==> src/sv/asbmd_pkg.sv <==
// shared types and constants for the add/sub/multiply/divide unit
`default_nettype none

package asbmd_pkg;

  localparam int WIDTH_DEF = 12;

  // queue between front and back
  localparam int Q_DEPTH = 2;
  localparam int Q_AW    = $clog2(Q_DEPTH);
  localparam int Q_CW    = $clog2(Q_DEPTH + 1);

  typedef enum logic [1:0] {
    FUNC_ADD = 2'd0,
    FUNC_SUB = 2'd1,
    FUNC_MUL = 2'd2,
    FUNC_DIV = 2'd3
  } func_t;

  // per-item control that travels with the operands
  typedef struct packed {
    func_t func;
    logic  prev;  // booth trailing bit
    logic  ovf;   // signed overflow of add/sub
  } ctl_t;

endpackage

`default_nettype wire

==> src/sv/asbmd_front.sv <==
// front end: takes the command, decodes it and prepares the working registers
`default_nettype none

module asbmd_front #(
  parameter int WIDTH = asbmd_pkg::WIDTH_DEF
) (
  input  wire logic               start,
  input  wire logic               q_full,
  input  wire logic [1:0]         in_func,
  input  wire logic [WIDTH-1:0]   in_operand_a,
  input  wire logic [WIDTH-1:0]   in_operand_b,
  output logic                    busy,
  output logic                    push,
  output asbmd_pkg::ctl_t         push_ctl,
  output logic [WIDTH-1:0]        push_acc,
  output logic [WIDTH-1:0]        push_mq,
  output logic [WIDTH-1:0]        push_bop
);
  import asbmd_pkg::*;

  func_t            func;
  logic [WIDTH-1:0] addend;
  logic [WIDTH-1:0] sum;
  logic             sa;
  logic             sb;
  logic             sr;

  assign func   = func_t'(in_func);
  assign busy   = q_full;
  assign push   = start && !q_full;

  assign addend = (func == FUNC_SUB) ? (~in_operand_b + {{(WIDTH-1){1'b0}}, 1'b1})
                                     : in_operand_b;
  assign sum    = in_operand_a + addend;
  assign sa     = in_operand_a[WIDTH-1];
  assign sb     = in_operand_b[WIDTH-1];
  assign sr     = sum[WIDTH-1];

  always_comb begin
    push_ctl.func = func;
    push_ctl.prev = 1'b0;
    push_ctl.ovf  = 1'b0;
    push_acc      = '0;
    push_mq       = in_operand_a;
    push_bop      = in_operand_b;
    unique case (func)
      FUNC_ADD: begin
        push_mq      = sum;
        push_ctl.ovf = (sa == sb) && (sr != sa);
      end
      FUNC_SUB: begin
        push_mq      = sum;
        push_ctl.ovf = (sa != sb) && (sr != sa);
      end
      FUNC_MUL: begin
        push_mq = in_operand_a;
      end
      FUNC_DIV: begin
        push_mq = in_operand_a;
      end
      default: begin
        push_mq = in_operand_a;
      end
    endcase
  end

endmodule

`default_nettype wire

==> src/sv/asbmd_queue.sv <==
// short fifo that decouples the front end from the step pipeline
`default_nettype none

module asbmd_queue #(
  parameter int WIDTH = asbmd_pkg::WIDTH_DEF
) (
  input  wire logic               clk,
  input  wire logic               rst_n,
  input  wire logic               push,
  input  wire asbmd_pkg::ctl_t    push_ctl,
  input  wire logic [WIDTH-1:0]   push_acc,
  input  wire logic [WIDTH-1:0]   push_mq,
  input  wire logic [WIDTH-1:0]   push_bop,
  output logic                    full,
  output logic                    pop,
  output asbmd_pkg::ctl_t         pop_ctl,
  output logic [WIDTH-1:0]        pop_acc,
  output logic [WIDTH-1:0]        pop_mq,
  output logic [WIDTH-1:0]        pop_bop
);
  import asbmd_pkg::*;

  ctl_t             ctl_mem [Q_DEPTH];
  logic [WIDTH-1:0] acc_mem [Q_DEPTH];
  logic [WIDTH-1:0] mq_mem  [Q_DEPTH];
  logic [WIDTH-1:0] bop_mem [Q_DEPTH];

  logic [Q_AW-1:0]  wr_ptr_r;
  logic [Q_AW-1:0]  wr_ptr_nxt;
  logic [Q_AW-1:0]  rd_ptr_r;
  logic [Q_AW-1:0]  rd_ptr_nxt;
  logic [Q_CW-1:0]  count_r;
  logic [Q_CW-1:0]  count_nxt;

  // the back end never stalls, so any waiting entry leaves at once
  assign pop  = (count_r != '0);
  assign full = (count_r == Q_CW'(Q_DEPTH));

  assign pop_ctl = ctl_mem[rd_ptr_r];
  assign pop_acc = acc_mem[rd_ptr_r];
  assign pop_mq  = mq_mem[rd_ptr_r];
  assign pop_bop = bop_mem[rd_ptr_r];

  always_comb begin
    wr_ptr_nxt = wr_ptr_r;
    rd_ptr_nxt = rd_ptr_r;
    count_nxt  = count_r;
    if (push) begin
      wr_ptr_nxt = (wr_ptr_r == Q_AW'(Q_DEPTH - 1)) ? '0 : wr_ptr_r + 1'b1;
    end
    if (pop) begin
      rd_ptr_nxt = (rd_ptr_r == Q_AW'(Q_DEPTH - 1)) ? '0 : rd_ptr_r + 1'b1;
    end
    if (push && !pop) begin
      count_nxt = count_r + 1'b1;
    end else if (!push && pop) begin
      count_nxt = count_r - 1'b1;
    end
  end

  always_ff @(posedge clk) begin
    if (!rst_n) begin
      wr_ptr_r <= '0;
      rd_ptr_r <= '0;
      count_r  <= '0;
    end else begin
      wr_ptr_r <= wr_ptr_nxt;
      rd_ptr_r <= rd_ptr_nxt;
      count_r  <= count_nxt;
    end
  end

  always_ff @(posedge clk) begin
    if (push) begin
      ctl_mem[wr_ptr_r] <= push_ctl;
      acc_mem[wr_ptr_r] <= push_acc;
      mq_mem[wr_ptr_r]  <= push_mq;
      bop_mem[wr_ptr_r] <= push_bop;
    end
  end

endmodule

`default_nettype wire

==> src/sv/asbmd_step.sv <==
// one booth or restoring-division step; add/sub items pass unchanged
`default_nettype none

module asbmd_step #(
  parameter int WIDTH = asbmd_pkg::WIDTH_DEF
) (
  input  wire asbmd_pkg::ctl_t    ctl_i,
  input  wire logic [WIDTH-1:0]   acc_i,
  input  wire logic [WIDTH-1:0]   mq_i,
  input  wire logic [WIDTH-1:0]   bop_i,
  output asbmd_pkg::ctl_t         ctl_o,
  output logic [WIDTH-1:0]        acc_o,
  output logic [WIDTH-1:0]        mq_o
);
  import asbmd_pkg::*;

  logic             cur;
  logic [WIDTH-1:0] addend;
  logic [WIDTH-1:0] bsum;
  logic [WIDTH:0]   part;
  logic [WIDTH:0]   diff;
  logic             fits;

  // booth recoding of the current and trailing multiplier bits
  assign cur = mq_i[0];
  always_comb begin
    if (cur && !ctl_i.prev) begin
      addend = ~bop_i + {{(WIDTH-1){1'b0}}, 1'b1};
    end else if (!cur && ctl_i.prev) begin
      addend = bop_i;
    end else begin
      addend = '0;
    end
  end
  assign bsum = acc_i + addend;

  // restoring step: shift in the next dividend bit and try the divisor
  assign part = {acc_i, mq_i[WIDTH-1]};
  assign fits = (part >= {1'b0, bop_i});
  assign diff = part - {1'b0, bop_i};

  always_comb begin
    ctl_o = ctl_i;
    acc_o = acc_i;
    mq_o  = mq_i;
    unique case (ctl_i.func)
      FUNC_MUL: begin
        ctl_o.prev = cur;
        mq_o       = {bsum[0], mq_i[WIDTH-1:1]};
        acc_o      = {bsum[WIDTH-1], bsum[WIDTH-1:1]};
      end
      FUNC_DIV: begin
        mq_o  = {mq_i[WIDTH-2:0], fits};
        acc_o = fits ? diff[WIDTH-1:0] : part[WIDTH-1:0];
      end
      FUNC_ADD, FUNC_SUB: begin
        mq_o = mq_i;
      end
      default: begin
        mq_o = mq_i;
      end
    endcase
  end

endmodule

`default_nettype wire

==> src/sv/asbmd_back.sv <==
// back end: WIDTH registered step stages and the result strobe
`default_nettype none

module asbmd_back #(
  parameter int WIDTH = asbmd_pkg::WIDTH_DEF
) (
  input  wire logic               clk,
  input  wire logic               rst_n,
  input  wire logic               in_vld,
  input  wire asbmd_pkg::ctl_t    in_ctl,
  input  wire logic [WIDTH-1:0]   in_acc,
  input  wire logic [WIDTH-1:0]   in_mq,
  input  wire logic [WIDTH-1:0]   in_bop,
  output logic                    out_strobe,
  output logic [WIDTH-1:0]        out_result,
  output logic [WIDTH-1:0]        out_remainder,
  output logic                    out_overflow
);
  import asbmd_pkg::*;

  logic             vld_r   [WIDTH];
  ctl_t             ctl_r   [WIDTH];
  logic [WIDTH-1:0] acc_r   [WIDTH];
  logic [WIDTH-1:0] mq_r    [WIDTH];
  logic [WIDTH-1:0] bop_r   [WIDTH];

  logic             st_vld  [WIDTH];
  ctl_t             st_ctl  [WIDTH];
  logic [WIDTH-1:0] st_acc  [WIDTH];
  logic [WIDTH-1:0] st_mq   [WIDTH];
  logic [WIDTH-1:0] st_bop  [WIDTH];

  ctl_t             ctl_nxt [WIDTH];
  logic [WIDTH-1:0] acc_nxt [WIDTH];
  logic [WIDTH-1:0] mq_nxt  [WIDTH];

  for (genvar i = 0; i < WIDTH; i++) begin : g_stage
    if (i == 0) begin : g_first
      assign st_vld[i] = in_vld;
      assign st_ctl[i] = in_ctl;
      assign st_acc[i] = in_acc;
      assign st_mq[i]  = in_mq;
      assign st_bop[i] = in_bop;
    end else begin : g_next
      assign st_vld[i] = vld_r[i-1];
      assign st_ctl[i] = ctl_r[i-1];
      assign st_acc[i] = acc_r[i-1];
      assign st_mq[i]  = mq_r[i-1];
      assign st_bop[i] = bop_r[i-1];
    end

    asbmd_step #(
      .WIDTH (WIDTH)
    ) u_step (
      .ctl_i (st_ctl[i]),
      .acc_i (st_acc[i]),
      .mq_i  (st_mq[i]),
      .bop_i (st_bop[i]),
      .ctl_o (ctl_nxt[i]),
      .acc_o (acc_nxt[i]),
      .mq_o  (mq_nxt[i])
    );

    always_ff @(posedge clk) begin
      if (!rst_n) begin
        vld_r[i] <= 1'b0;
      end else begin
        vld_r[i] <= st_vld[i];
      end
    end

    always_ff @(posedge clk) begin
      ctl_r[i] <= ctl_nxt[i];
      acc_r[i] <= acc_nxt[i];
      mq_r[i]  <= mq_nxt[i];
      bop_r[i] <= st_bop[i];
    end
  end

  // last stage register is the result register
  assign out_strobe    = vld_r[WIDTH-1];
  assign out_result    = mq_r[WIDTH-1];
  assign out_remainder = (ctl_r[WIDTH-1].func == FUNC_DIV) ? acc_r[WIDTH-1] : '0;
  assign out_overflow  = ctl_r[WIDTH-1].ovf;

endmodule

`default_nettype wire

==> src/sv/add_sub_booth_mul_restoring_div_unit.sv <==
// top level of the add/sub/booth multiply/restoring divide unit
//
//  channel  | transfer when        | ports
//  ---------+----------------------+------------------------------------------
//  command  | start && !busy       | in_func, in_operand_a, in_operand_b
//  result   | out_strobe           | out_result, out_remainder, out_overflow
//
// one command per cycle; every operation is written into the fifo and then passes a
// WIDTH-stage step pipeline, so a result reaches the ports through the fifo entry
// and then the WIDTH stage registers, the last of which drives the result ports
// busy reports a full fifo; the pipeline takes one entry a cycle, so it never rises
// results cannot be held off; each is on the ports for a single cycle
// synchronous active-low reset empties the fifo and clears all stage valids
`default_nettype none

module add_sub_booth_mul_restoring_div_unit #(
  parameter int WIDTH = asbmd_pkg::WIDTH_DEF
) (
  input  wire logic               clk,
  input  wire logic               rst_n,
  input  wire logic               start,
  output logic                    busy,
  input  wire logic [1:0]         in_func,
  input  wire logic [WIDTH-1:0]   in_operand_a,
  input  wire logic [WIDTH-1:0]   in_operand_b,
  output logic                    out_strobe,
  output logic [WIDTH-1:0]        out_result,
  output logic [WIDTH-1:0]        out_remainder,
  output logic                    out_overflow
);
  import asbmd_pkg::*;

  logic             q_full;
  logic             push;
  ctl_t             push_ctl;
  logic [WIDTH-1:0] push_acc;
  logic [WIDTH-1:0] push_mq;
  logic [WIDTH-1:0] push_bop;
  logic             pop;
  ctl_t             pop_ctl;
  logic [WIDTH-1:0] pop_acc;
  logic [WIDTH-1:0] pop_mq;
  logic [WIDTH-1:0] pop_bop;

  asbmd_front #(
    .WIDTH (WIDTH)
  ) u_front (
    .start        (start),
    .q_full       (q_full),
    .in_func      (in_func),
    .in_operand_a (in_operand_a),
    .in_operand_b (in_operand_b),
    .busy         (busy),
    .push         (push),
    .push_ctl     (push_ctl),
    .push_acc     (push_acc),
    .push_mq      (push_mq),
    .push_bop     (push_bop)
  );

  asbmd_queue #(
    .WIDTH (WIDTH)
  ) u_queue (
    .clk      (clk),
    .rst_n    (rst_n),
    .push     (push),
    .push_ctl (push_ctl),
    .push_acc (push_acc),
    .push_mq  (push_mq),
    .push_bop (push_bop),
    .full     (q_full),
    .pop      (pop),
    .pop_ctl  (pop_ctl),
    .pop_acc  (pop_acc),
    .pop_mq   (pop_mq),
    .pop_bop  (pop_bop)
  );

  asbmd_back #(
    .WIDTH (WIDTH)
  ) u_back (
    .clk           (clk),
    .rst_n         (rst_n),
    .in_vld        (pop),
    .in_ctl        (pop_ctl),
    .in_acc        (pop_acc),
    .in_mq         (pop_mq),
    .in_bop        (pop_bop),
    .out_strobe    (out_strobe),
    .out_result    (out_result),
    .out_remainder (out_remainder),
    .out_overflow  (out_overflow)
  );

endmodule

`default_nettype wire
==> config.mk <==
export PLATFORM = sky130hd
export DESIGN_NAME = add_sub_booth_mul_restoring_div_unit
export DESIGN_NICKNAME = d
export VERILOG_FILES = /design/src/sv/asbmd_pkg.sv /design/src/sv/asbmd_front.sv /design/src/sv/asbmd_queue.sv /design/src/sv/asbmd_step.sv /design/src/sv/asbmd_back.sv /design/src/sv/add_sub_booth_mul_restoring_div_unit.sv
export SDC_FILE = /design/constraint.sdc
export NUM_CORES = 2
export LEC_CHECK = 0
export BUFFER_PORTS_ARGS = -buffer_cell sky130_fd_sc_hd__buf_2
export CAP_MARGIN = 20
export CORE_AREA = 4 4 236 238
export DETAILED_ROUTE_END_ITERATION = 8
export DIE_AREA = 0 0 240 242
export HOLD_SLACK_MARGIN = 0.15
export PLACE_DENSITY = 0.77
export SETUP_SLACK_MARGIN = 0.5
export SKIP_CTS_REPAIR_TIMING = 1
export SYNTH_ARGS = -nofsm -noshare
export SYNTH_HDL_FRONTEND = slang
export SYNTH_SLANG_ARGS = --single-unit
==> constraint.sdc <==
create_clock -name clk -period 5.95 [get_ports clk]
set_clock_uncertainty 0.15 [all_clocks]
set_input_delay 1.4875 -clock clk [delete_from_list [all_inputs] [get_ports clk]]
set_output_delay 1.4875 -clock clk [all_outputs]
set_load 0.02 [all_outputs]
**Word level (Yosys, flattened, before mapping)**

Memories as Yosys holds them, arrays and structs flattened. A register that Yosys moved wholly into a read port is not among the register bits.
Index checks and enable logic that the tools add are counted.

- Word-level logic and storage cells: 321
- Register bits: 4
- Input port bits: 29
- Memories kept: 8
- RAM bits: 546
- Output and inout bits: 27

- Bitwise logic cells: 25
- Muxes and demuxes: 102
- Reduce and logical (&&, ||, !) cells: 85
- Equal/unequal tests: 44
- $lt $le $gt $ge: 12
- $add $sub $neg: 42

Memories:

| name | depth | bits a word | rd ports | clocked after memory_dff | write ports | RTL line | source |
|---|---|---|---|---|---|---|---|
| u_back.acc_r | 12 | 12 | 12 | 0 | 12 | asbmd_back.sv:23 | `logic [WIDTH-1:0] acc_r [WIDTH];` |
| u_back.bop_r | 12 | 12 | 11 | 0 | 12 | asbmd_back.sv:25 | `logic [WIDTH-1:0] bop_r [WIDTH];` |
| u_back.mq_r | 12 | 12 | 12 | 0 | 12 | asbmd_back.sv:24 | `logic [WIDTH-1:0] mq_r [WIDTH];` |
| u_back.ctl_r | 12 | 4 | 12 | 0 | 12 | asbmd_back.sv:22 | `ctl_t ctl_r [WIDTH];` |
| u_queue.bop_mem | 2 | 12 | 1 | 1 | 1 | asbmd_queue.sv:26 | `logic [WIDTH-1:0] bop_mem [Q_DEPTH];` |
| u_queue.mq_mem | 2 | 12 | 1 | 1 | 1 | asbmd_queue.sv:25 | `logic [WIDTH-1:0] mq_mem [Q_DEPTH];` |
| +2 memories | n/a | n/a | n/a | n/a | n/a | n/a |  |

Operators by type and width:

| cell | count |
|---|---|
| 12-bit two-way mux | 38 |
| 12-bit case mux with 3 select lines | 12 |
| 12-bit case mux with 2 select lines | 13 |
| 12-bit by 1-bit adder with 12-bit output (second input constant) | 13 |
| 13-bit by 12-bit greater-or-equal comparator with 1-bit output | 12 |
| 12-bit NOT | 13 |
| 12-bit adder | 12 |
| 12-bit subtractor | 12 |
| 2-bit equality test (second input constant) | 28 |
| 1-bit two-way mux | 36 |
| 1-bit logical AND | 28 |
| 2-bit OR reduction | 14 |
| 2-bit by 1-bit equality test with 1-bit output (second input constant) | 13 |
| 1-bit logical NOT | 26 |
| 2-bit logical NOT | 13 |
| 12-bit adder (first input constant) | 1 |
| 1-bit OR | 12 |
| 2-bit two-way mux | 2 |
| 2-bit nonzero test | 2 |
| 1-bit adder (second input constant) | 2 |
| 2-bit by 1-bit adder with 2-bit output (second input constant) | 1 |
| 1-bit inequality test | 2 |
| 1-bit case mux with 2 select lines | 1 |
| 2-bit by 1-bit subtractor with 2-bit output (second input constant) | 1 |
| other kinds (3) | 3 |

**Depth between registers and ports, before layout**

- Depth in word-level cells: 7
- Gate-level depth with buffers: 15
- Mapped depth without buffers: 15

**Cells and area by module**

From an unflattened synthesis, not the netlist that was laid out.

- Cells, all modules: 4357
- Area total of the unflattened synthesis: 38124.1 um2

By module, submodules not included:

| module | cells each | times used | sequential area each (um2) | area an instance (um2) |
|---|---|---|---|---|
| asbmd_step at u_back.g_stage[10].u_step ... | 293 | 7 | 0.0 | 1974.4 |
| asbmd_back | 518 | 1 | 9589.2 | 9855.7 |
| asbmd_step at u_back.g_stage[0].u_step ... | 292 | 2 | 0.0 | 1984.4 |
| asbmd_queue | 146 | 1 | 2502.4 | 3091.7 |
| asbmd_step at u_back.g_stage[1].u_step | 313 | 1 | 0.0 | 2165.8 |
| asbmd_step at u_back.g_stage[9].u_step | 290 | 1 | 0.0 | 2084.5 |
| asbmd_step at u_back.g_stage[8].u_step | 304 | 1 | 0.0 | 2006.9 |
| asbmd_front | 151 | 1 | 0.0 | 1129.8 |

**Least setup slack after synthesis**

Ideal clock, no wire load.

- Path kind: input port to flip-flop
- Start: input in_operand_b[0]
- End: memory u_queue.mq_mem[0][10] in the netlist's numbering (data pin)
- Data arrival time: 3679 ps
- Path slack: 1844 ps
- Setup time: 277 ps
- Buffers on the path: 0
- Required time: 5523 ps
- Stages on the path: 13
- Cells stage by stage: inv_1 > ha_1 > nand2_1 > o21ai_0 > fa_1 > a21o_1 > a21oi_1 > o21bai_1 > a21o_1 > a21o_1 > a211oi_1 > xor2_1 > o21ai_0

- Cells in the longest elaborated chain, start to end: 5

Ends and longest elaborated chain:

| element | RTL line | source |
|---|---|---|
| start: declaration | add_sub_booth_mul_restoring_div_unit.sv:25 | `input wire logic [WIDTH-1:0] in_operand_b,` |
| 12-bit NOT | asbmd_front.sv:32 | `assign addend = (func == FUNC_SUB) ? (~in_operand_b + {{(WIDTH-1){1'b0}}, 1'b1})` |
| 12-bit by 1-bit adder with 12-bit output | asbmd_front.sv:32 |  |
| 12-bit two-way mux (*) | asbmd_front.sv:32 |  |
| 12-bit adder (*) | asbmd_front.sv:34 | `assign sum = in_operand_a + addend;` |
| 12-bit case mux with 2 select lines (*) | asbmd_front.sv:46 | `unique case (func)` |
| via push_mq[10] | add_sub_booth_mul_restoring_div_unit.sv:37 | `logic [WIDTH-1:0] push_mq;` |
| end: declaration | asbmd_queue.sv:25 |  |

The timed path passes the listed nets; every way through them passes the cells marked *.

**Final worst setup path**

- Start: input in_func[1]
- End: memory u_queue.mq_mem[0][10] in the netlist's numbering (data pin)

- Cells in the longest elaborated chain, start to end: 4
- Elaborated cells on any way between the ends: 9
- Classes of those cells: add/sub (1); eq/ne (3); mux (2); reduce/logical (3)

Ends and longest elaborated chain:

| element | RTL line | source |
|---|---|---|
| start: declaration | add_sub_booth_mul_restoring_div_unit.sv:23 | `input wire logic [1:0] in_func,` |
| 2-bit by 1-bit equality test with 1-bit output | asbmd_front.sv:32, asbmd_front.sv:46 |  |
| 12-bit two-way mux | asbmd_front.sv:32 |  |
| 12-bit adder | asbmd_front.sv:34 |  |
| 12-bit case mux with 2 select lines (*) | asbmd_front.sv:46 |  |
| via push_mq[10] | add_sub_booth_mul_restoring_div_unit.sv:37 |  |

Marked as above.

==> reports/results.ini <==
[yosys]
synth_ff_type=dfxtp_1
ys_types=83
postSynthCellCount=4069
syn_avg_cell_area_um2=8.49
synth_edf_count=54
synth-seq-area-share=0.328
synth_nets=4425
yosys.area.top_type=dfxtp_1
synth_commonest_cells=dfxtp_1, nor2_1, a21oi_1
synthArstFlopShare=0
synth_area_mm2=0.0345
ys_ff_latch=538
synthMostInstantiatedCell=dfxtp_1
yosys_warnings=0
synth.area.top_cells=dfxtp_1, ha_1, mux2i_1, a21oi_1, xnor2_1
yosysTopAreaCellShare=0.281

[floorplan]
die_width_um=240
ios=56
dieArea_mm2=0.0581
initial_utilization=0.644
rows=85
die_h_um=242
core_area_mm2=0.0536

[timing]
finalCritPeriodShare=0.698
slew_violations=0
fin_tns_setup_ns=0
setup_slack_ns=1.80
setup_violations=0
rsz0062_at_grt=no
fmax_mhz=241
period_needed_ns=4.15
finalHoldViolCount=0
slew-limit-headroom=0.300
tightest_slew_ns=1.05

[detailed_routing]
wl_um=86300
drc_errors=0
drtAntennaViolNets=0
viasPerCell=6.09
met3WireLength_um=4060
vias=29300
wl_per_cell_um=17.9
wl_met1_um=37700
drt_iter0_drc=2321
dr.pass1.iters=6
wl_met2_um=41300
highest_layer=met4

[setup_path]
startpoint_type=input pin
worstSetupEndpointType=flop
r2r-end=u_back.acc_r[2][23]$_DFF_P_
reg2reg_depth=12
slowest_stage=fa_1
cp_common_cell=a21o_1
timing.rr.start=u_back.mq_r[2][0]$_DFF_P_
critPathKind=in -> reg
slowest_delay_ns=0.47
crit_required_ns=6.12
r2r_slack_ns=2.03
cp.arrival_ns=4.32
crit_chain=buf_2, nor2b_1, o21ai_0, fa_1, a21o_1, a21oi_1, o21bai_1, a21o_1, a21o_1, a211oi_1, xor2_1, o21ai_0
cp_max_fo=25

[clocking]
clk_pin_slew_ns=0.06
numCtsBuffers=55
cts_sinks=538
cts_tree=yes
clockBufferDepth=3
cts_root_buf=clkbuf_16
htreeDepth=2
insertion_delay_ns=0.60

[place]
dpl_worst_slack_ns=1.22
io_buffers=55
place.gp.congestion=0.931
hpwlAfterDp_um=66000
placed_area_mm2=0.0354

[layout]
drive_gt1_frac=0.0632
finish.instance_area_mm2=0.0374
areaGrowthSynthToFinish_pct=8.24
fin_nets=4426
diodes=0

[global_routing]
grt_pass1_wl_um=140000
track_usage=0.287
overflow=0
grt_max_degree=49
antenna_found_initial=0
grt_pass1_vias=27700

[run]
drv_cap=0

[worst_hold_path]
worstHoldPathCells=0
hp-start=u_back.ctl_r[6][0]$_DFF_P_
hp-class=reg -> reg
whs_endpoint=u_back.ctl_r[7][0]$_DFF_P_

[status]
status=completed

-- logic make-up after synthesis --
group                    Yosys count  share of synthesized area
AO/OA/AOI/OAI                   1142                      0.206
XOR/XNOR                         280                     0.0710
adder cells (fa/ha/maj)          327                      0.123
buffers and inverters            409                     0.0446
flip-flops                       538                      0.328
multiplexers                     272                     0.0809
AND/OR/NAND/NOR                 1101                      0.146
-- metrics by stage --
stage | utilization | instances | hold slack (ns)
5_1_grt | 0.697 | 4812 | 0.180
2_1_floorplan | - | 4069 | 0.160
3_3_place_gp | 0.660 | 4707 | 0.161
3_5_place_dp | 0.660 | 4707 | 0.164
4_1_cts | 0.697 | 4810 | 0.173
6_report | 0.697 | 4812 | 0.172
-- registers in the layout, summed over array words and instances (netlist names), named ones only --
name              cells
u_queue.bop_mem      24
u_queue.wr_ptr_r      1
u_queue.mq_mem       24
u_back.mq_r         144
u_back.acc_r        144
u_back.bop_r        132
u_queue.count_r       2
u_queue.rd_ptr_r      1
u_back.ctl_r         47
u_queue.ctl_mem       6
u_back.vld_r         12
-- layout by cell type, fill, tap and decap left out, types with 16 or more instances in the layout --
| master | netlist | routed |
|---|---|---|
| mux2_2 | 50 | 50 |
| o21a_1 | 41 | 41 |
| nor2b_1 | 51 | 51 |
| nor3_1 | 96 | 96 |
| a31oi_1 | 31 | 31 |
| edfxtp_1 | 54 | 54 |
| nand4_1 | 39 | 39 |
| mux2i_1 | 215 | 214 |
| nand2b_1 | 34 | 34 |
| o221ai_1 | 20 | 20 |
| nand3_1 | 55 | 55 |
| clkbuf_16 | 0 | 58 |
| o21bai_1 | 26 | 26 |
| fa_1 | 23 | 23 |
| o211ai_1 | 33 | 33 |
| and2_1 | 18 | 18 |
| inv_1 | 265 | 265 |
| buf_4 | 0 | 29 |
| a22oi_1 | 22 | 22 |
| a21o_1 | 66 | 66 |
| or3_1 | 36 | 36 |
| xnor2_1 | 190 | 190 |
| buf_2 | 4 | 55 |
| a21oi_1 | 379 | 379 |
| and3_1 | 31 | 31 |
| nor2_1 | 407 | 406 |
| nand2_1 | 271 | 271 |
| o22ai_1 | 16 | 16 |
| o31ai_1 | 27 | 27 |
| dfxtp_1 | 484 | 484 |
| o21ai_1 | 53 | 53 |
| ha_1 | 304 | 304 |
| xor2_1 | 90 | 90 |
| a22o_1 | 29 | 29 |
| a211oi_1 | 23 | 23 |
| nor4_1 | 24 | 24 |
| o21ai_0 | 244 | 244 |
-- worst max-delay path: cells and delay by family --
| kind | cells | cell delay, ns |
|---|---|---|
| compound gates | 8 | 1.57 |
| xor+xnor | 1 | 0.16 |
| buf+inv | 1 | 0.24 |
| fa+ha+maj | 1 | 0.47 |
| simple gates | 1 | 0.41 |
-- layout make-up --
| type | count | area [µm²] |
|---|---|---|
| clock buffers | 66 | 1540 |
| clock inverters | 37 | 438 |
| fillers | 4358 | 16200 |
| inverters | 267 | 1000 |
| multi-input cells | 3122 | 21700 |
| flip-flops and latches | 538 | 11300 |
| well taps | 696 | 871 |
| repair buffers | 86 | 515 |
-- metal layers --
layer,vias to the layer above,GRT usage
li1,14600,-
met1,13700,0.371
met2,807,0.493
met3,209,0.0321
met4,0,0.109
met5,-,0
-- worst max path at each step --
| stage | startpoint | endpoint | depth (start not counted) |
|---|---|---|---|
| floorplan | in_operand_b[0] | u_queue.mq_mem[0][10]$_DFFE_PP_ | 13 |
| global placement | in_func[1] | u_queue.mq_mem[0][10]$_DFFE_PP_ | 12 |
| detailed placement | in_func[1] | u_queue.mq_mem[0][10]$_DFFE_PP_ | 12 |
| CTS | in_func[1] | u_queue.mq_mem[0][10]$_DFFE_PP_ | 12 |
| global route | in_func[1] | u_queue.mq_mem[1][10]$_DFFE_PP_ | 12 |
| finish | in_func[1] | u_queue.mq_mem[0][10]$_DFFE_PP_ | 12 |
Power is left out: the tool's default activity adds up to more than one toggle a clock period on the data nets, which glitch-free logic cannot reach.
